## config.mk

```make
export PLATFORM = sky130hd
export DESIGN_NAME = btli_front
export DESIGN_NICKNAME = d
export VERILOG_FILES = /design/src/hw/rtl/btli_pkg.sv /design/src/hw/rtl/btli_front.sv
export SDC_FILE = /design/constraint.sdc
export NUM_CORES = 1
export LEC_CHECK = 0
export ABC_CLOCK_PERIOD_IN_PS = 3950
export BUFFER_PORTS_ARGS = -buffer_cell sky130_fd_sc_hd__buf_4
export CORE_ASPECT_RATIO = 1.4
export CORE_MARGIN = 2
export CORE_UTILIZATION = 52
export CTS_CLUSTER_SIZE = 10
export DETAILED_ROUTE_END_ITERATION = 8
export GPL_TIMING_DRIVEN = 0
export PLACE_DENSITY = 0.79
export SYNTH_ARGS = -nofsm -noshare
export SYNTH_HDL_FRONTEND = slang
export SYNTH_SLANG_ARGS = --single-unit
```

## constraint.sdc

```tcl
create_clock -name clk -period 3.95 [get_ports clk]
set_input_delay 0.1975 -clock clk [delete_from_list [all_inputs] [get_ports clk]]
set_output_delay 0.1975 -clock clk [all_outputs]
set_load 0.03 [all_outputs]
```

## src/hw/rtl/btli_pkg.sv

```systemverilog
`timescale 1ns / 1ps
package btli_pkg;

  localparam int unsigned MaxEntries = 256;
  localparam int unsigned AddrW = $clog2(MaxEntries);
  localparam int unsigned CountW = AddrW + 1;

  localparam logic CMD_WRITE = 1'b0;
  localparam logic CMD_QUERY = 1'b1;

  typedef struct packed {
    logic        cmd;
    logic [7:0]  entry_index;
    logic [31:0] entry_time;
    logic [31:0] entry_value;
    logic [31:0] query_time;
  } in_item_t;

  typedef struct packed {
    logic [31:0] interp_value;
    logic [7:0]  segment_used;
    logic        saturated;
  } out_item_t;

  typedef enum logic [1:0] {
    CL_WRITE,
    CL_ZERO,
    CL_SEARCH
  } item_class_t;

  typedef struct packed {
    item_class_t cls;
    in_item_t    item;
  } queue_entry_t;

  typedef enum logic [3:0] {
    ST_IDLE,
    ST_DISPATCH,
    ST_ZERO,
    ST_SRD,
    ST_SCMP,
    ST_F1,
    ST_F2,
    ST_PREP,
    ST_MUL,
    ST_DIV,
    ST_FIN
  } back_state_t;

endpackage

```

## src/hw/rtl/btli_front.sv

```systemverilog
`timescale 1ns / 1ps
module btli_front
  import btli_pkg::*;
(
  input  logic         clk,
  input  logic         rst,
  input  logic         start,
  output logic         busy,
  input  in_item_t     item,
  input  logic         pop,
  output logic         head_valid,
  output queue_entry_t head
);

  queue_entry_t q [2];
  logic         wr_ptr;
  logic         rd_ptr;
  logic [1:0]   count;
  logic         push;
  item_class_t  cls;

  // Classify on entry so the back end can branch at once.
  always_comb begin
    if (item.cmd == CMD_WRITE) begin
      cls = CL_WRITE;
    end else if (item.query_time == 32'd0) begin
      cls = CL_ZERO;
    end else begin
      cls = CL_SEARCH;
    end
  end

  assign busy       = (count == 2'd2);
  assign push       = start && !busy;
  assign head_valid = (count != 2'd0);
  assign head       = q[rd_ptr];

  always_ff @(posedge clk) begin
    if (push) begin
      q[wr_ptr] <= '{cls: cls, item: item};
    end
  end

  always_ff @(posedge clk) begin
    if (rst) begin
      wr_ptr <= 1'b0;
      rd_ptr <= 1'b0;
      count  <= 2'd0;
    end else begin
      if (push) begin
        wr_ptr <= !wr_ptr;
      end
      if (pop && head_valid) begin
        rd_ptr <= !rd_ptr;
      end
      count <= count + {1'b0, push} - {1'b0, pop && head_valid};
    end
  end

endmodule

```

-- Yosys cells after proc, flatten, opt, wreduce, memory -nomap -nowiden
Memories as Yosys holds them, arrays and structs flattened. A register that Yosys moved wholly into a read port is not among the register bits.
Index checks and enable logic that the tools add are counted.
- register bits after elaboration: 4
- bits in writable memories: 214
- logic and storage cells: 20
- memories kept: 1
- add/subtract/negate cells: 2
- eq/ne operators: 1
- multiplexer cells: 6
- reductions and logical operators: 7
- memory list (name ; depth ; bits a word ; read ports ; clocked after memory_dff ; wr ports ; RTL line ; source):
    q ; 2 ; 107 ; 1 ; 1 ; 1 ; btli_front.sv:15 ; queue_entry_t q [2];
- operators with widths (kind ; count):
    $logic_not 32->1 ; 1
    $mux 1 ; 4
    $mux 2 ; 2
    $logic_not 1->1 ; 3
    $add 2x1->2 ; 1
    $eq 2x2->1 const B ; 1
    $logic_and 1x1->1 ; 2
    $reduce_bool 2->1 ; 1
    $sub 2x1->2 ; 1

-- Depth between registers and ports, before layout
- word-level depth: 5
- depth in mapped cells: 8

-- Worst setup path before layout
Ideal clock, no wire load.
- path type: flip-flop to flip-flop
- from: register count[0]
- to: memory q[0][0] (netlist bit) (enable)
- arrival time: 3.053 ns
- slack: 0.437 ns
- cell stages (with the launch flop): 5
- buffers on the path: 0
- period minus slack after synthesis: 3.513 ns
- cells stage by stage: dfxtp_1 > nand2b_2 > inv_1 > or3_1 > inv_1
- word-level cells in the longest chain between the ends: 5
- ends and longest elaborated chain (element ; RTL line ; source):
    from (decl) ; btli_front.sv:18 ; logic [1:0] count;
    from (signal assigned) ; btli_front.sv:56 ; count <= count + {1'b0, push} - {1'b0, pop && head_valid};
    $eq 2x2->1 ; btli_front.sv:33 ; assign busy = (count == 2'd2);
    via busy ; btli_front.sv:8 ; output logic busy,
    $logic_not 1->1 ; btli_front.sv:34 ; assign push = start && !busy;
    $logic_and 1x1->1 ; btli_front.sv:34 ;
    $mux 1 ; btli_front.sv:39 ; if (push) begin
    $mux 1 (implied by the code) ; btli_front.sv:40 ; q[wr_ptr] <= '{cls: cls, item: item};
    to (decl) ; btli_front.sv:15 ;
The timed path passes the listed nets, and every way through them passes these cells.

-- Final worst setup path
- from: register count[0]
- to: memory q[0][94] (netlist bit) (enable)
- word-level cells in the longest chain between the ends: 5
- ends and longest elaborated chain (element ; RTL line):
    $eq 2x2->1 ; btli_front.sv:33
    $logic_not 1->1 ; btli_front.sv:34
    $logic_and 1x1->1 ; btli_front.sv:34
    $mux 1 ; btli_front.sv:39
    $mux 1 (implied by the code) ; btli_front.sv:40
Every way passes these cells.

==> flow_summary.ini <==
[clock_network]
htreeDepth = 1
clk_latency_ns = 0.49
cts_resized = 0
cts_setup_buffers = 0
cts_tree = done
clock-sinks = 219
clk_pin_slew_ns = 0.05
clockRootBuffer = clkbuf_16
cts_buffer_depth = 3
cts_buffers = 25

[logic_synthesis]
synth_top_family_by_area = multiplexers
synth.mux.area_fraction_pct = 16.2
netlist_area_um2 = 8150
seq_area_frac_synth_pct = 80.1
synth_top_area_share_pct = 78.9
synthSimpleGateAreaFrac_pct = 1.57
syn_area_per_cell_um2 = 21.8
synthAdderAreaFrac_pct = 0.307
synth_xor_area_share_pct = 0.215
yosysUniqueCellTypes = 24
ys_ff_latch = 219
syn-num-nets = 484
ys_top_cells_by_area = edfxtp_1, mux2_2, mux2_4
synth_cells = 373
synth_compound_area_share_pct = 0.307
yosys_warnings = 0
synth_top_cell_by_area = edfxtp_1

[timing]
fin_crit_ns = 2.22
relSlewSlack_pct = 50.8
post-route-period-util_pct = 56.1
fmax_ghz = 0.451
slew_viol_final = 0
setup_viol = 0
hold_viol_final = 0
grt_setup_unrepaired = no
clock_skew_ns = 0.0104
tightest_slew_ns = 0.737

[route]
wirelength_um = 18200
wl_per_cell_um = 19.4
vias = 4728
avgViaCountPerCell = 5.04
drc = 0
drtIter0Drc = 241
dr.pass1.iters = 5
ant_nets = 0

[critical_path]
slowest_stage = inv_4
start_kind = register
max_stage_delay_ns = 0.51
critPathArrivalTime_ns = 2.37
required_ns = 4.11
path_cells = nand2b_2 > inv_1 > or3_1 > inv_4 > buf_16
crit_buf_inv = 3
path_delay_family = buffers and inverters
cp_max_fo = 58
endpoint_kind = register
crit_type = reg2reg

[placement]
gp_congestion = 0.741
place_inst = 788
place_area_um2 = 10100
io_buffers = 217
hpwl_um = 11000

[global_routing]
grt_pass1_vias = 5189
overflow = 0
grt_pass1_wl_um = 27400
antenna_found_initial = 0
grt_usage_pct = 21.8
grt_max_degree = 59

[layout]
nFillCells = 836
final_cell_area_um2 = 11800
nets = 836
areaGrowthSynthToFinish_pct = 45.4
antenna_cells = 0
final_util_pct = 76.6
stdcell_count = 939
drive_above_1_share_pct = 49.4
final_common_cell = buf_4
final_cell_mix = buf_4, edfxtp_1, dlygate4sd3_1, mux2_2, mux2_4

[run]
drv_cap = 0

[hold_path]
holdCritPathClass = in2reg

[floorplanning]
coreArea_um2 = 15500
die_h_um = 152
rows = 54
die_w_um = 110
io_pins = 218
initial_core_util_pct = 52.7
fp.dieArea_um2 = 16700

[status]
outcome = finished, final reports clean

[power]
p_int_uw = 5340
seq_power_share_pct = 38.9
p_sw_uw = 2520
p_clk_share_pct = 25.3
power_frac_comb_pct = 35.8
netSwitchingFraction_pct = 32.0
peakVddDrop_mv = 0.645
power_density_nw_per_um2 = 663
p_leak_uw = 0.00454
-- power by group through the flow --
stage	logic [µW]	registers (µW)	clock network [µW]
4_1_cts	2820	3050	2020
3_5_place_dp	2720	3090	0
5_1_grt	2950	3080	2120
2_1_floorplan	1780	3100	0
3_3_place_gp	2650	3120	0
6_report	2810	3050	1990
-- sequential cells by signal, summed over array words and instances (netlist names), named ones only --
| register | flops |
|---|---|
| q | 214 |
| wr_ptr | 1 |
| rd_ptr | 1 |
| count | 2 |
-- final cells by class --
class / count / area [µm²] / share of cell area, %
Timing Repair Buffer: 325 / 2750 / 23.2
Multi-Input combinational cell: 137 / 1520 / 12.8
Buffer: 12 / 91.3 / 0.771
Clock buffer: 45 / 701 / 5.91
Inverter: 5 / 21.3 / 0.180
Sequential cell: 219 / 6530 / 55.1
Tap cell: 196 / 245 / 2.07
-- routing by layer --
metal / share of wire [%] / vias up / track usage (%)
met5: 0 / - / 0
met4: 3.2 / 0 / 8.68
met3: 4.9 / 41 / 3.82
met2: 57 / 181 / 40.8
met1: 35 / 2312 / 23.5
li1: - / 2194 / -
-- cells in the mapped netlist --
| library cell | n |
|---|---|
| nor4_1 | 8 |
| xnor2_1 | 1 |
| mux2_2 | 77 |
| nor2_1 | 3 |
| a21oi_1 | 1 |
| edfxtp_1 | 214 |
| and3_1 | 1 |
| nand2_1 | 1 |
| dfxtp_1 | 5 |
| ha_1 | 2 |
| buf_6 | 5 |
| o21ai_0 | 1 |
| nor2b_1 | 1 |
| and2_1 | 1 |
| or2_2 | 1 |
| nor3_1 | 2 |
| xor2_1 | 1 |
| o21a_1 | 2 |
| nand4_1 | 2 |
| buf_2 | 7 |
| nand2b_2 | 1 |
| inv_1 | 5 |
| mux2_4 | 30 |
| or3_1 | 1 |
-- repair_timing --
action                     in CTS  in global routing
setup endpoints to repair       0                  0
hold buffers                  106                  0
hold endpoints to repair      215                  0
-- worst reg2reg max path, cell delays in order, from the launching register on --
cell	delay, ns
dfxtp_1	0.37
nand2b_2	0.17
inv_1	0.07
or3_1	0.37
inv_4	0.51
buf_16	0.37
-- cell families (layout without fill, tap and decap cells) --
group                      count (synthesis)  in the layout
adders and majority gates                  2              2
AOI/OAI and AO/OA                          4              4
buffers and inverters                     17            387
xor gates and xnor gates                   2              2
muxes                                    107            107
and+or+nand+nor                           22             22
DFF                                      219            219
-- through the flow --
stage / setup WS, ns / total power, µW / TNS [ns] / hold WS, ns
detailed placement: 1.75 / 5810 / 0 / 0.385
finish: 1.73 / 7860 / 0 / 0.143
CTS: 1.74 / 7890 / 0 / 0.118
global route: 1.60 / 8150 / 0 / 0.153
global placement: -0.653 / 5780 / -114.06 / 0.383
floorplan: 0.437 / 4880 / 0 / 0.267
-- final timing paths --
path                            slack (ns)  cells after the start     start        to
worst max-delay path                  1.73                      5  count[0]  q[0][94]
worst min-delay path                  0.14                      4     start    wr_ptr
worst max register to register        1.73                      5  count[0]  q[0][94]
worst min register to register        0.53                      2    wr_ptr    wr_ptr
(Power assumes the default switching activity.)
